<file path="config.mk">
export PLATFORM = sky130hd
export DESIGN_NAME = asof_scan
export DESIGN_NICKNAME = d
export VERILOG_FILES = /design/src/hw/rtl/asm_operand_span_finder_unit_assert.svh /design/src/hw/rtl/asof_pkg.sv /design/src/hw/rtl/asof_scan.sv
export SDC_FILE = /design/constraint.sdc
export NUM_CORES = 1
export LEC_CHECK = 0
export CELL_PAD_IN_SITES_DETAIL_PLACEMENT = 0
export CELL_PAD_IN_SITES_GLOBAL_PLACEMENT = 1
export CORE_ASPECT_RATIO = 0.6
export CORE_UTILIZATION = 52
export CTS_BUF_LIST = sky130_fd_sc_hd__clkbuf_16
export CTS_CLUSTER_DIAMETER = 100
export DETAILED_ROUTE_END_ITERATION = 12
export DONT_BUFFER_PORTS = 1
export PLACE_DENSITY_LB_ADDON = 0.1
export REMOVE_ABC_BUFFERS = 1
export SLEW_MARGIN = 20
export SYNTH_ARGS = -nofsm -noshare
export SYNTH_HDL_FRONTEND = slang
export SYNTH_SLANG_ARGS = --single-unit
export TNS_END_PERCENT = 100
</file>
<file path="constraint.sdc">
create_clock -name clk -period 3.4 [get_ports clk]
set_clock_uncertainty 0.1 [all_clocks]
set_input_delay 0.51 -clock clk [delete_from_list [all_inputs] [get_ports clk]]
set_output_delay 0.51 -clock clk [all_outputs]
set_load 0.05 [all_outputs]
</file>
<file path="src/hw/rtl/asm_operand_span_finder_unit_assert.svh">
// Assertion macros for the operand span finder.
// Used by the top level; expects clk and rst_n in scope.
`ifndef ASM_OPERAND_SPAN_FINDER_UNIT_ASSERT_SVH
`define ASM_OPERAND_SPAN_FINDER_UNIT_ASSERT_SVH

// Same-cycle implication, disabled during reset.
`define ASOF_ASSERT_SAME(label, ante, cons, msg) \
    label: assert property (@(posedge clk) disable iff (!rst_n) (ante) |-> (cons)) \
        else $error(msg);

// Next-cycle implication, disabled during reset.
`define ASOF_ASSERT_NEXT(label, ante, cons, msg) \
    label: assert property (@(posedge clk) disable iff (!rst_n) (ante) |=> (cons)) \
        else $error(msg);

`endif

</file>
<file path="src/hw/rtl/asof_pkg.sv">
// Shared types and character constants for the operand span finder.
// No dependencies.
package asof_pkg;

    localparam int CHAR_W = 8;
    localparam int SPAN_W = 13;

    localparam logic [CHAR_W-1:0] CH_SEMI    = 8'h3B;
    localparam logic [CHAR_W-1:0] CH_HASH    = 8'h23;
    localparam logic [CHAR_W-1:0] CH_SPACE   = 8'h20;
    localparam logic [CHAR_W-1:0] CH_TAB     = 8'h09;
    localparam logic [CHAR_W-1:0] CH_LOWER_A = 8'h61;
    localparam logic [CHAR_W-1:0] CH_LOWER_Z = 8'h7A;
    localparam logic [CHAR_W-1:0] CH_UPPER_A = 8'h41;
    localparam logic [CHAR_W-1:0] CH_UPPER_Z = 8'h5A;

    typedef struct packed {
        logic [CHAR_W-1:0] char_code;
        logic              is_last;
        logic              empty_line;
    } char_item_t;

    typedef struct packed {
        logic [SPAN_W-1:0] span_start;
        logic [SPAN_W-1:0] span_end;
    } span_item_t;

    function automatic logic is_blank(input logic [CHAR_W-1:0] c);
        return (c == CH_SPACE) || (c == CH_TAB);
    endfunction

    function automatic logic is_letter(input logic [CHAR_W-1:0] c);
        return ((c >= CH_LOWER_A) && (c <= CH_LOWER_Z)) ||
               ((c >= CH_UPPER_A) && (c <= CH_UPPER_Z));
    endfunction

    function automatic logic is_marker(input logic [CHAR_W-1:0] c);
        return (c == CH_SEMI) || (c == CH_HASH);
    endfunction

endpackage

</file>
<file path="src/hw/rtl/asof_scan.sv">
// Line scan state and per-character update; produces the span on the last byte or an empty-line item.
// Depends on asof_pkg.
module asof_scan import asof_pkg::*;
#(
    parameter int MAX_LINE = 4096
)
(
    input  logic       clk,
    input  logic       rst_n,
    input  logic       fire,
    input  char_item_t item,
    output logic       res_valid,
    output span_item_t res_span
);

    localparam int PW = $clog2(MAX_LINE + 1);
    localparam logic [PW-1:0] POS_MAX = PW'(MAX_LINE);

    typedef struct packed {
        logic [PW-1:0] char_pos;
        logic          word_begun;
        logic          word_finished;
        logic          in_trail;
        logic [PW-1:0] cut_pos;
        logic          cut_eol;
        logic [PW-1:0] op_start;
        logic          pend;
        logic [PW-1:0] pend_pos;
        logic          comment;
    } scan_state_t;

    localparam scan_state_t STATE_RST = '{
        char_pos:      '0,
        word_begun:    1'b0,
        word_finished: 1'b0,
        in_trail:      1'b0,
        cut_pos:       '0,
        cut_eol:       1'b1,
        op_start:      '0,
        pend:          1'b0,
        pend_pos:      '0,
        comment:       1'b0
    };

    function automatic logic [SPAN_W-1:0] to_span(input logic [PW-1:0] v);
        logic [PW+SPAN_W-1:0] w;
        w = {{SPAN_W{1'b0}}, v};
        return w[SPAN_W-1:0];
    endfunction

    scan_state_t st_reg;
    scan_state_t st_next;

    always_comb
    begin
        scan_state_t   s;
        logic          blank;
        logic          letter;
        logic          marker;
        logic          done;
        logic          open_en;
        logic [PW-1:0] open_pos;
        logic [PW-1:0] p;
        logic [PW-1:0] pos_next;
        logic [PW-1:0] end_pos;

        s        = st_reg;
        p        = st_reg.char_pos;
        blank    = is_blank(item.char_code);
        letter   = is_letter(item.char_code);
        marker   = is_marker(item.char_code);
        done     = 1'b0;
        open_en  = 1'b0;
        open_pos = p;

        if (!s.comment)
        begin
            if (s.pend)
            begin
                if (blank)
                begin
                    open_en  = 1'b1;
                    open_pos = s.pend_pos;
                    done     = 1'b1;
                end
                else
                begin
                    s.pend = 1'b0;
                end
            end
            if (!done)
            begin
                if (marker)
                begin
                    if (item.is_last)
                    begin
                        open_en  = 1'b1;
                        open_pos = p;
                    end
                    else
                    begin
                        s.pend     = 1'b1;
                        s.pend_pos = p;
                    end
                end
                else if (!s.word_begun && letter)
                begin
                    s.word_begun = 1'b1;
                end
                else if (s.word_begun && !s.word_finished && blank)
                begin
                    s.word_finished = 1'b1;
                    s.op_start      = p;
                end
                else if (s.word_finished)
                begin
                    if (s.in_trail)
                    begin
                        if (!blank)
                        begin
                            s.cut_eol  = 1'b1;
                            s.in_trail = 1'b0;
                        end
                    end
                    else if (blank)
                    begin
                        s.in_trail = 1'b1;
                        s.cut_pos  = p;
                        s.cut_eol  = 1'b0;
                    end
                end
            end
        end

        if (open_en)
        begin
            if (!s.in_trail)
            begin
                s.cut_pos = open_pos;
                s.cut_eol = 1'b0;
            end
            s.comment = 1'b1;
            s.pend    = 1'b0;
        end

        pos_next   = (p < POS_MAX) ? p + PW'(1) : POS_MAX;
        s.char_pos = pos_next;
        end_pos    = s.cut_eol ? pos_next : s.cut_pos;

        res_valid = fire && (item.empty_line || item.is_last);
        if (item.empty_line)
        begin
            res_span = '{span_start: '0, span_end: '0};
        end
        else
        begin
            res_span = '{span_start: to_span(s.op_start), span_end: to_span(end_pos)};
        end

        st_next = st_reg;
        if (fire)
        begin
            st_next = (item.empty_line || item.is_last) ? STATE_RST : s;
        end
    end

    always_ff @(posedge clk or negedge rst_n)
    begin
        if (!rst_n)
        begin
            st_reg <= STATE_RST;
        end
        else
        begin
            st_reg <= st_next;
        end
    end

endmodule

</file>
==> summary.txt, run 1 <==
Status
  – Outcome: complete, no violations

Critical path
  – Critical Path AT: 2570 ps
  – Reg2Reg Depth: 5
  – WS Path Type: flop to output pin
  – Critical Path Source Type: flop
  – Reg2reg end: st_reg[16]
  – Critical path capture point type: output pin
  – Reg2reg start: st_reg[14]
  – Crit Path Max Fanout: 8
  – FF-to-FF setup slack: about 1000 ps
  – Crit path required time: ~2800 ps

Min path
  – HP Class: primary input to flop
  – Hold Path Stages: 1
  – Hold_sp: fire
  – Hold Path End: st_reg[29]

Synthesis
  – Syn Area/Cell: between 8 and 9 um^2
  – Adder-cell area share of the yosys netlist: less than 1%
  – Post-synth top area share: around two fifths
  – Yosys warning total: 0
  – Post-synthesis xor/xnor area fraction: 2.459%
  – Main combinational cell family by area after synthesis: compound AO/OA/AOI/OAI gates
  – Post-synth EDFFs: 0
  – Fraction of registers with async set/reset: between 90% and 100%
  – Post-synthesis compound-gate area fraction: approximately 28%
  – Post-synthesis instance total: 412
  – Largest cells by area after synthesis: dfrtp_1 40%, nand2_1 7.2%, a22o_1 5.7%
  – Synth unique cells: between 50 and 60
  – Sequential share of the synthesized area: 40.78%
  – Post-synth top area cell: dfrtp_1
  – Post-Syn Area: 3562 um^2
  – Simple-gate portion of the synthesized area: roughly 18%
  – Mux cell area share after synthesis: around 3.9%
  – Yosys reg bits: between 50 and 60
  – Ys flop type: dfrtp_1

Route
  – Detail Route met3 WL: ~1100 um
  – DR vias: ~3,400
  – Vias per Instance: ~6.5
  – WL met2: 4395 um
  – DRC Markers: 0
  – Iter 0 DRT Violations: roughly 360
  – Top Layer Used: met4
  – Final ANT Viol Nets: 0
  – Routed met1 length: ~4800 um
  – WL final: 10,410 um
  – TritonRoute pass-1 iters: 5
  – DR WL/cell: 20.05 um

Place
  – DPL Wire Length: 7103 um
  – Final GP Congestion: just over 0.9
  – Area after DPL: 3826 um^2
  – IO buf count: 0

Job
  – Max-Cap Viols: 0

Cells and area
  – Area delta synth->final: 15.63%
  – Most common cell after layout, fill and taps aside: nand2_1
  – Fin area: ~4000 um^2
  – Largest register FFs: just under 60
  – Layout Nets: between 400 and 500
  – Most frequent cells in the layout: 68 x nand2_1, 57 x dfrtp_1, 42 x buf_4, 25 x a21oi_1, 23 x a22o_1
  – Ant. Diodes: 0
  – Share of cells above drive strength 1: ~15%

Clock tree
  – Sink Count: 58
  – Reg clk slew, reported paths: roughly 50 ps
  – Total clock buffers created by CTS: 9
  – H-tree depth: 3
  – CTS tree: done
  – Clk root buf: clkbuf_16
  – Clock Latency Late Sink: around 330 ps
  – Longest Clk Path Bufs: 2
  – Setup bufs post-CTS: 0

Floorplanning
  – # IOs: 40
  – Die X: 108.9 um
  – Row count: 22
  – Core Area: between 6000 and 7000 um^2
  – Die Area: between 7000 and 8000 um^2
  – Starting Density: a little under three fifths
  – Die height: approximately 66 um

Timing
  – # setup viols final: 0
  – Rel. slew slack: 27.78%
  – RSZ-0062 raised after global routing: false
  – Post-layout min period: between 3000 and 4000 ps
  – Least-Margin Pin Slew: ~1100 ps
  – Final Hold Vio Count: 0
  – Crit share post-route: slightly above 90%
  – Max Clk Rate: between 300 and 400 MHz
  – Final Max Slew Viols: 0
  – Setup TNS: 0 ps
  – Hold Slack: 175.1 ps

Pwr
  – Cell area power density: around 380 nW/um^2
  – Maximum VDD drop: approximately 0.00032 V
  – LEAKAGE: 0.001757 uW

GRT
  – First-pass GRT wire length: 16,880 um
  – Largest net degree at the start of global routing: 59
  – Tot GR Track Use: between 30% and 40%
  – Initial antenna violation count: 0
  – GR Overflow Total: 0
  – Vias in the first global route: about 3,100
## layout make-up
| class | instances | area, um^2 |
|---|---|---|
| clock buffer | 9 | 225.2 |
| sequential | 58 | 1453 |
| multi-input combinational | 301 | 1893 |
| fill | 565 | 2240 |
| inverter | 16 | 60.06 |
| tap | 84 | 105.1 |
| timing repair buffer | 44 | 352.8 |
| clock inverter | 7 | 30.03 |
## where the power goes
part / leakage (uW) / internal [uW] / total [uW] / switching, uW
sequential: 0.000806 / 695 / 701 / 5.90
combinational: 0.000811 / 32.3 / 108 / 75.5
clock: 0.000140 / 477 / 773 / 296
total: 0.00176 / 1200 / 1580 / 378
## critical path: stages, from the launching register on
cell and delay, ps:
dfrtp_1 530, ha_1 310, nand2_1 160, or4_1 500, a21o_1 210, nand2b_1 150, mux2i_1 160, buf_4 220
## cell families (layout without fill, tap and decap cells)
group	count (synthesis)	after routing
mux	14	14
fa+ha+maj	1	1
simple gates	138	138
compound gates	138	138
buf+inv	53	76
xor+xnor	10	10
flops	58	58
## Yosys cell counts, types with 10 or more instances
master	n
o21ai_1	12
a22o_1	23
o221ai_1	10
o21ai_0	20
inv_1	16
a21oi_1	25
or3_1	10
nand3_1	15
mux2i_1	14
nand2_1	68
nor2_1	16
dfrtp_1	57
clkbuf_1	28
## how the worst max path moves through the flow
stage | end | slack [ps] | cells after the start | startpoint
floorplan | res_span[0] | -200 | 5 | item[4]
global placement | res_span[6] | 430 | 7 | item[5]
detailed placement | res_span[6] | 460 | 7 | item[5]
CTS | res_span[8] | 240 | 7 | st_reg[45]
global route | res_span[8] | 80 | 7 | st_reg[45]
finish | res_span[8] | 220 | 7 | st_reg[45]
## stage by stage
step	std cells	total power, uW	worst slack, ps	util (%)
global route	519	1635	77.20	64.78
global placement	501	799.3	434.1	60.17
finish	519	1581	223.1	64.78
CTS	519	1593	244.4	64.78
detailed placement	501	799.0	464.9	60.17
floorplan	375	769.7	-197.2	-
## routing by layer
layer,vias to the layer above,GRT usage [%]
met4,0,10.47
met1,1643,45.96
met5,-,0
met3,13,10.44
li1,1565,-
met2,170,45.02
## what timing repair did
| action | in CTS | in global routing |
|---|---|---|
| hold buffers | 2 | 0 |
| resized for setup | 0 | 0 |
| endpoints found under the hold margin | 58 | 0 |
Note: power is estimated with default switching activity, not from simulation.
==> inputs of run 2 (changes only) <==
--- a/config.mk
+++ b/config.mk
@@ -13,7 +13,7 @@
 export CTS_CLUSTER_DIAMETER = 100
 export DETAILED_ROUTE_END_ITERATION = 12
 export DONT_BUFFER_PORTS = 1
-export PLACE_DENSITY_LB_ADDON = 0.1
+export PLACE_DENSITY = 0.95
 export REMOVE_ABC_BUFFERS = 1
 export SLEW_MARGIN = 20
 export SYNTH_ARGS = -nofsm -noshare
==> summary.txt, run 2 (synthesized netlist as in run 1, its figures left out) <==
Critical path
  – Critical path capture point type: output pin (unchanged)
  – WS Path Type: flop to output pin (unchanged)
  – Critical Path AT: 2590 ps (was 2570 ps)
  – Crit Path Max Fanout: 10 (was 8)
  – Crit path required time: 2790 ps (about the same)
  – Reg2reg end: st_reg[15] (was st_reg[16])
  – Crit path from: st_reg[48] (was st_reg[45])
  – Reg2reg start: st_reg[14] (unchanged)
  – Reg2Reg Depth: 4 (was 5)
  – Critical Path Source Type: flop (unchanged)
  – FF-to-FF setup slack: 520 ps (was 1030 ps)

Timing
  – Final Worst Setup Slack: 198.2 ps (was 223.1 ps)
  – # setup viols final: 0 (unchanged)
  – Rel. slew slack: 28.90% (was 27.78%)
  – Final Hold Vio Count: 0 (unchanged)
  – Max Clk Rate: 312.3 MHz (was 314.8 MHz)
  – Final Max Slew Viols: 0 (unchanged)
  – Least-Margin Pin Slew: 1059 ps (was 1076 ps)
  – Post-layout min period: 3202 ps (was 3177 ps)
  – Crit share post-route: 94.17% (was 93.44%)
  – RSZ-0062 raised after global routing: false (unchanged)

Min path
  – Hold Path Stages: 1 (unchanged)
  – Hold_sp: fire (unchanged)
  – HP Class: primary input to flop (unchanged)
  – Hold Path End: st_reg[32] (was st_reg[29])

Clock tree
  – Clock Latency Late Sink: 330 ps (about the same)
  – Reg clk slew, reported paths: 50 ps (about the same)
  – Total clock buffers created by CTS: 9 (unchanged)
  – CTS tree: done (unchanged)
  – Setup bufs post-CTS: 0 (unchanged)
  – Longest Clk Path Bufs: 2 (unchanged)
  – H-tree depth: 3 (unchanged)
  – Sink Count: 58 (unchanged)
  – Clk root buf: clkbuf_16 (unchanged)

Route
  – Final ANT Viol Nets: 0 (unchanged)
  – Iter 0 DRT Violations: 341 (was 361)
  – Vias per Instance: 6.602 (was 6.534)
  – TritonRoute pass-1 iters: 5 (unchanged)
  – DRC Markers: 0 (unchanged)
  – DR vias: 3,400 (was 3,391)
  – WL final: 10,610 um (was 10,410 um)
  – DR WL/cell: 20.61 um (was 20.05 um)

Cells and area
  – Layout Nets: 440 (was 444)
  – # fillers: 523 (was 565)
  – Most common cell after layout, fill and taps aside: nand2_1 (unchanged)
  – Ant. Diodes: 0 (unchanged)
  – Share of cells above drive strength 1: 14.85% (was 14.94%)
  – Area delta synth->final: 16.51% (was 15.63%)
  – Largest register FFs: 58 (unchanged)
  – Most frequent cells in the layout: 68 x nand2_1, 56 x dfrtp_1, 38 x buf_4, 25 x a21oi_1, 23 x a22o_1 (was 68 x nand2_1, 57 x dfrtp_1, 42 x buf_4, 25 x a21oi_1, 23 x a22o_1)
  – Post-route insts no fill: 515 (was 519)

Floorplanning
  – # IOs: 40 (unchanged)
  – Die Area: 7196 um^2 (unchanged)
  – Starting Density: 56.02% (unchanged)
  – Die X: 108.9 um (unchanged)
  – Core Area: 6359 um^2 (unchanged)
  – Die height: 66.11 um (unchanged)
  – Row count: 22 (unchanged)

GRT
  – Vias in the first global route: 3,331 (was 3,149)
  – First-pass GRT wire length: 17,440 um (was 16,880 um)
  – Initial antenna violation count: 0 (unchanged)
  – GR Overflow Total: 0 (unchanged)
  – Largest net degree at the start of global routing: 59 (unchanged)
  – Tot GR Track Use: 32.75% (was 32.01%)

Job
  – Max-Cap Viols: 0 (unchanged)

Pwr
  – Maximum VDD drop: 0.0002650 V (was 0.0003172 V)
  – LEAKAGE: 0.001743 uW (was 0.001757 uW)
  – Cell area power density: 423.6 nW/um^2 (was 383.9 nW/um^2)

Place
  – IO buf count: 0 (unchanged)
  – Pre-CTS WS: 407.3 ps (was 464.9 ps)
  – Final GP Congestion: 0.9143 (was 0.9244)
  – DP Cell Count: 496 (was 501)
  – DPL Wire Length: 7001 um (was 7103 um)

Status
  – Outcome: complete, no violations (unchanged)
[run 2: cell count changes in the layout (fill, tap and decap cells not counted), sizes merged]
cell	delta
clkinvlp	+1
bufinv	+2
inv	-3
buf	-4
[run 2: power breakdown]
group / total [uW] / switching, uW / internal [uW]
logic: 108 / 75.5 / 32.7
clock network: 951 / 319 / 631
registers: 699 / 4.74 / 694
[run 2: layout make-up]
| cell class | instances | area, um^2 | area share (%) |
|---|---|---|---|
| sequential | 58 | 1454 | 35.03 |
| clock inverter | 7 | 83.83 | 2.020 |
| multi-input combinational | 301 | 1899 | 45.76 |
| inverter | 16 | 60.06 | 1.447 |
| tap | 84 | 105.1 | 2.532 |
| timing repair buffer | 40 | 322.8 | 7.778 |
| clock buffer | 9 | 225.2 | 5.427 |
[run 2: worst max path at each step]
stage	end	depth (start not counted)	slack (ps)
after global routing	res_span[8]	7	60
final	res_span[12]	6	200
after floorplan	res_span[0]	5	-200
after CTS	res_span[8]	7	160
after detailed placement	res_span[1]	6	410
after global placement	res_span[2]	6	390
[run 2: worst max-delay path, stage by stage (launching register included)]
cell,delay (ps)
dfrtp_1,610
nand4_1,350
nor3_1,560
and3_1,230
o21ai_0,80
mux2i_1,210
buf_4,230
[run 2: timing repair]
item	CTS	global route
setup endpoints to repair	0	8
hold endpoints to repair	58	0
hold buffers	2	0
gates resized for setup	0	2
[run 2: per-layer routing]
layer | wire length, um | up-vias | GRT usage, %
li1 | - | 1553 | -
met1 | 4806 | 1612 | 46.14
met5 | 0 | - | 0
met2 | 4451 | 206 | 47.94
met4 | 204 | 0 | 11.82
met3 | 1149 | 29 | 9.064
[run 2: stage by stage]
step           utilization [%]  area (um^2)  hold WS [ps]  power (uW)  setup TNS [ps]
5_1_grt                  65.27         4150         158.8        1806               0
2_1_floorplan                -         3406         114.4       769.7           -2563
3_3_place_gp             59.58         3789         116.1       798.0               0
6_report                 65.27         4150         167.5        1758               0
3_5_place_dp             59.58         3789         115.9       798.2               0
4_1_cts                  65.03         4135         160.1        1763               0
==> inputs of run 3 (changes only) <==
--- a/config.mk
+++ b/config.mk
@@ -6,13 +6,14 @@
 export NUM_CORES = 1
 export LEC_CHECK = 0
 export CELL_PAD_IN_SITES_DETAIL_PLACEMENT = 0
-export CELL_PAD_IN_SITES_GLOBAL_PLACEMENT = 1
+export CELL_PAD_IN_SITES_GLOBAL_PLACEMENT = 2
 export CORE_ASPECT_RATIO = 0.6
-export CORE_UTILIZATION = 52
+export CORE_UTILIZATION = 42
 export CTS_BUF_LIST = sky130_fd_sc_hd__clkbuf_16
 export CTS_CLUSTER_DIAMETER = 100
 export DETAILED_ROUTE_END_ITERATION = 12
 export DONT_BUFFER_PORTS = 1
+export MAX_ROUTING_LAYER = met4
 export PLACE_DENSITY = 0.95
 export REMOVE_ABC_BUFFERS = 1
 export SLEW_MARGIN = 20
==> summary.txt, run 3 (synthesized netlist as in run 1, its figures left out) <==
Floorplanning
  – Core Area: 8039 um^2 (was 6359 um^2)
  – Die Area: 8866 um^2 (was 7196 um^2)
  – Die X: 120.9 um (was 108.9 um)
  – # IOs: 40 (unchanged)
  – Row count: 25 (was 22)
  – Die height: 73.34 um (was 66.11 um)
  – Starting Density: 44.31% (was 56.02%)

Critical path
  – Crit path required time: 2790 ps (about the same)
  – CP cell instances: nor4_2, nand2_1, buf_4, a2111o_1, o2111ai_1, mux2i_1, buf_4 (was nand4_1, nor3_1, and3_1, o21ai_0, mux2i_1, buf_4)
  – FF-to-FF setup slack: 680 ps (was 520 ps)
  – WS Path Type: flop to output pin (unchanged)
  – Critical path capture point type: output pin (unchanged)
  – CP peak stage delay: 450 ps (was 610 ps)
  – Crit path max-delay family: simple AND/OR/NAND/NOR gates (unchanged)
  – Reg2Reg Depth: 4 (unchanged)
  – Reg2reg end: st_reg[17] (was st_reg[15])
  – Bufs and invs on worst path: 2 (was 1)
  – Reg2reg start: st_reg[14] (unchanged)
  – Most common cell on crit path: buf_4
  – Slowest stage cell, crit path: dfrtp_1 (unchanged)
  – Critical Path AT: 2570 ps (was 2590 ps)
  – Crit Path Max Fanout: 14 (was 10)
  – Critical Path Source Type: flop (unchanged)

Cells and area
  – Final Core Density: 52.02% (was 65.27%)
  – Post-route insts no fill: 545 (was 515)
  – Most frequent cells in the layout: 68 x nand2_1, 57 x dfrtp_1, 43 x buf_4, 25 x a21oi_1, 23 x a22o_1 (was 68 x nand2_1, 56 x dfrtp_1, 38 x buf_4, 25 x a21oi_1, 23 x a22o_1)
  – Largest register FFs: 58 (unchanged)
  – Most common cell after layout, fill and taps aside: nand2_1 (unchanged)
  – Area delta synth->final: 17.39% (was 16.51%)
  – Share of cells above drive strength 1: 15.33% (was 14.85%)
  – Ant. Diodes: 0 (unchanged)
  – Layout Nets: 446 (was 440)

Place
  – IO buf count: 0 (unchanged)
  – DPL Wire Length: 7364 um (was 7001 um)
  – Pre-CTS WS: 306.3 ps (was 407.3 ps)
  – Final GP Congestion: 0.8267 (was 0.9143)
  – DP Cell Count: 527 (was 496)

Route
  – Final ANT Viol Nets: 0 (unchanged)
  – Vias per Instance: 6.222 (was 6.602)
  – Iter 0 DRT Violations: 294 (was 341)
  – DR vias: 3,391 (was 3,400)
  – DR WL/cell: 20.29 um (was 20.61 um)
  – TritonRoute pass-1 iters: 7 (was 5)
  – DRC Markers: 0 (unchanged)
  – WL final: 11,060 um (was 10,610 um)

Pwr
  – Logic pwr share: 7.0% (was 6.2%)
  – Sequential share of power: 43.7% (was 39.8%)
  – LEAKAGE: 0.001768 uW (was 0.001743 uW)
  – NetSw: 395.4 uW (was 399.6 uW)
  – Net Sw Frac: 24.73% (was 22.73%)
  – Maximum VDD drop: 0.0002420 V (was 0.0002650 V)
  – Cell area power density: 382.4 nW/um^2 (was 423.6 nW/um^2)
  – Internal power: 1204 uW (was 1359 uW)
  – Clk network pwr share: 49.3% (was 54.1%)

Min path
  – Hold Path Stages: 1 (unchanged)
  – Hold Path End: st_reg[32] (unchanged)
  – Hold_sp: fire (unchanged)
  – HP Class: primary input to flop (unchanged)

Timing
  – Final Max Slew Viols: 0 (unchanged)
  – RSZ-0062 raised after global routing: false (unchanged)
  – Rel. slew slack: 29.40% (was 28.90%)
  – Max Clk Rate: 314.7 MHz (was 312.3 MHz)
  – Crit share post-route: 93.47% (was 94.17%)
  – Final Hold Vio Count: 0 (unchanged)
  – Post-layout min period: 3178 ps (was 3202 ps)
  – Least-Margin Pin Slew: 1052 ps (was 1059 ps)
  – # setup viols final: 0 (unchanged)
  – Final Worst Setup Slack: 222.1 ps (was 198.2 ps)
  – Setup TNS: 0 ps (unchanged)

Clock tree
  – Clk root buf: clkbuf_16 (unchanged)
  – CTS tree: done (unchanged)
  – Clock Latency Late Sink: 340 ps (was 330 ps)
  – Reg clk slew, reported paths: 50 ps (about the same)
  – Sink Count: 58 (unchanged)
  – Total clock buffers created by CTS: 9 (unchanged)
  – Longest Clk Path Bufs: 2 (unchanged)
  – H-tree depth: 3 (unchanged)

GRT
  – Largest net degree at the start of global routing: 59 (unchanged)
  – Tot GR Track Use: 27.52% (was 32.75%)
  – First-pass GRT wire length: 17,600 um (was 17,440 um)
  – Vias in the first global route: 3,232 (was 3,331)
  – Initial antenna violation count: 0 (unchanged)
  – GR Overflow Total: 0 (unchanged)

Job
  – Max-Cap Viols: 0 (unchanged)

Status
  – Outcome: complete, no violations (unchanged)
==> run 3: layer usage <==
layer  share of wire (%)  routed length, um  global-route usage (%)
met1                  50               5487                   39.16
met2                  42               4642                   38.60
met3                 7.5                825                   6.599
met4                0.93                103                   8.093
met5                   0                  0                       -
==> run 3: how the worst max path moves through the flow <==
stage | start | end | cells past startpoint
global route | st_reg[46] | res_span[8] | 7
floorplan | item[4] | res_span[0] | 5
finish | st_reg[0] | res_span[2] | 7
detailed placement | item[4] | res_span[2] | 7
global placement | item[4] | res_span[3] | 7
CTS | st_reg[0] | res_span[0] | 7
==> run 3: final cells by class <==
type,count,area [um^2]
repair buffers,46,380.4
fillers,760,3857
inverters,16,60.06
multi-input cells,301,1899
clock buffers,9,225.2
well taps,108,135.1
clock inverters,7,28.78
flip-flops and latches,58,1453
==> run 3: power by group through the flow <==
stage | logic [uW] | clock network (uW) | registers (uW)
after global placement | 91.1 | 0 | 709
final | 112 | 788 | 698
after CTS | 111 | 800 | 698
after detailed placement | 91.3 | 0 | 710
after floorplan | 60.0 | 0 | 710
after global routing | 122 | 822 | 698
==> run 3: repair_timing <==
action / 4_1_cts / 5_1_grt
resized for setup: 0 / 1
hold endpoints to repair: 58 / 0
setup endpoints to repair: 0 / 11
hold buffers: 2 / 0
setup buffers: 0 / 0
==> run 3: per-stage QoR <==
step	area [um^2]	power (uW)	hold WS (ps)
detailed placement	3884	801.0	117.1
finish	4182	1599	165.8
global placement	3884	800.5	115.9
global route	4182	1642	160.2
floorplan	3406	769.7	114.4
CTS	4175	1610	158.7
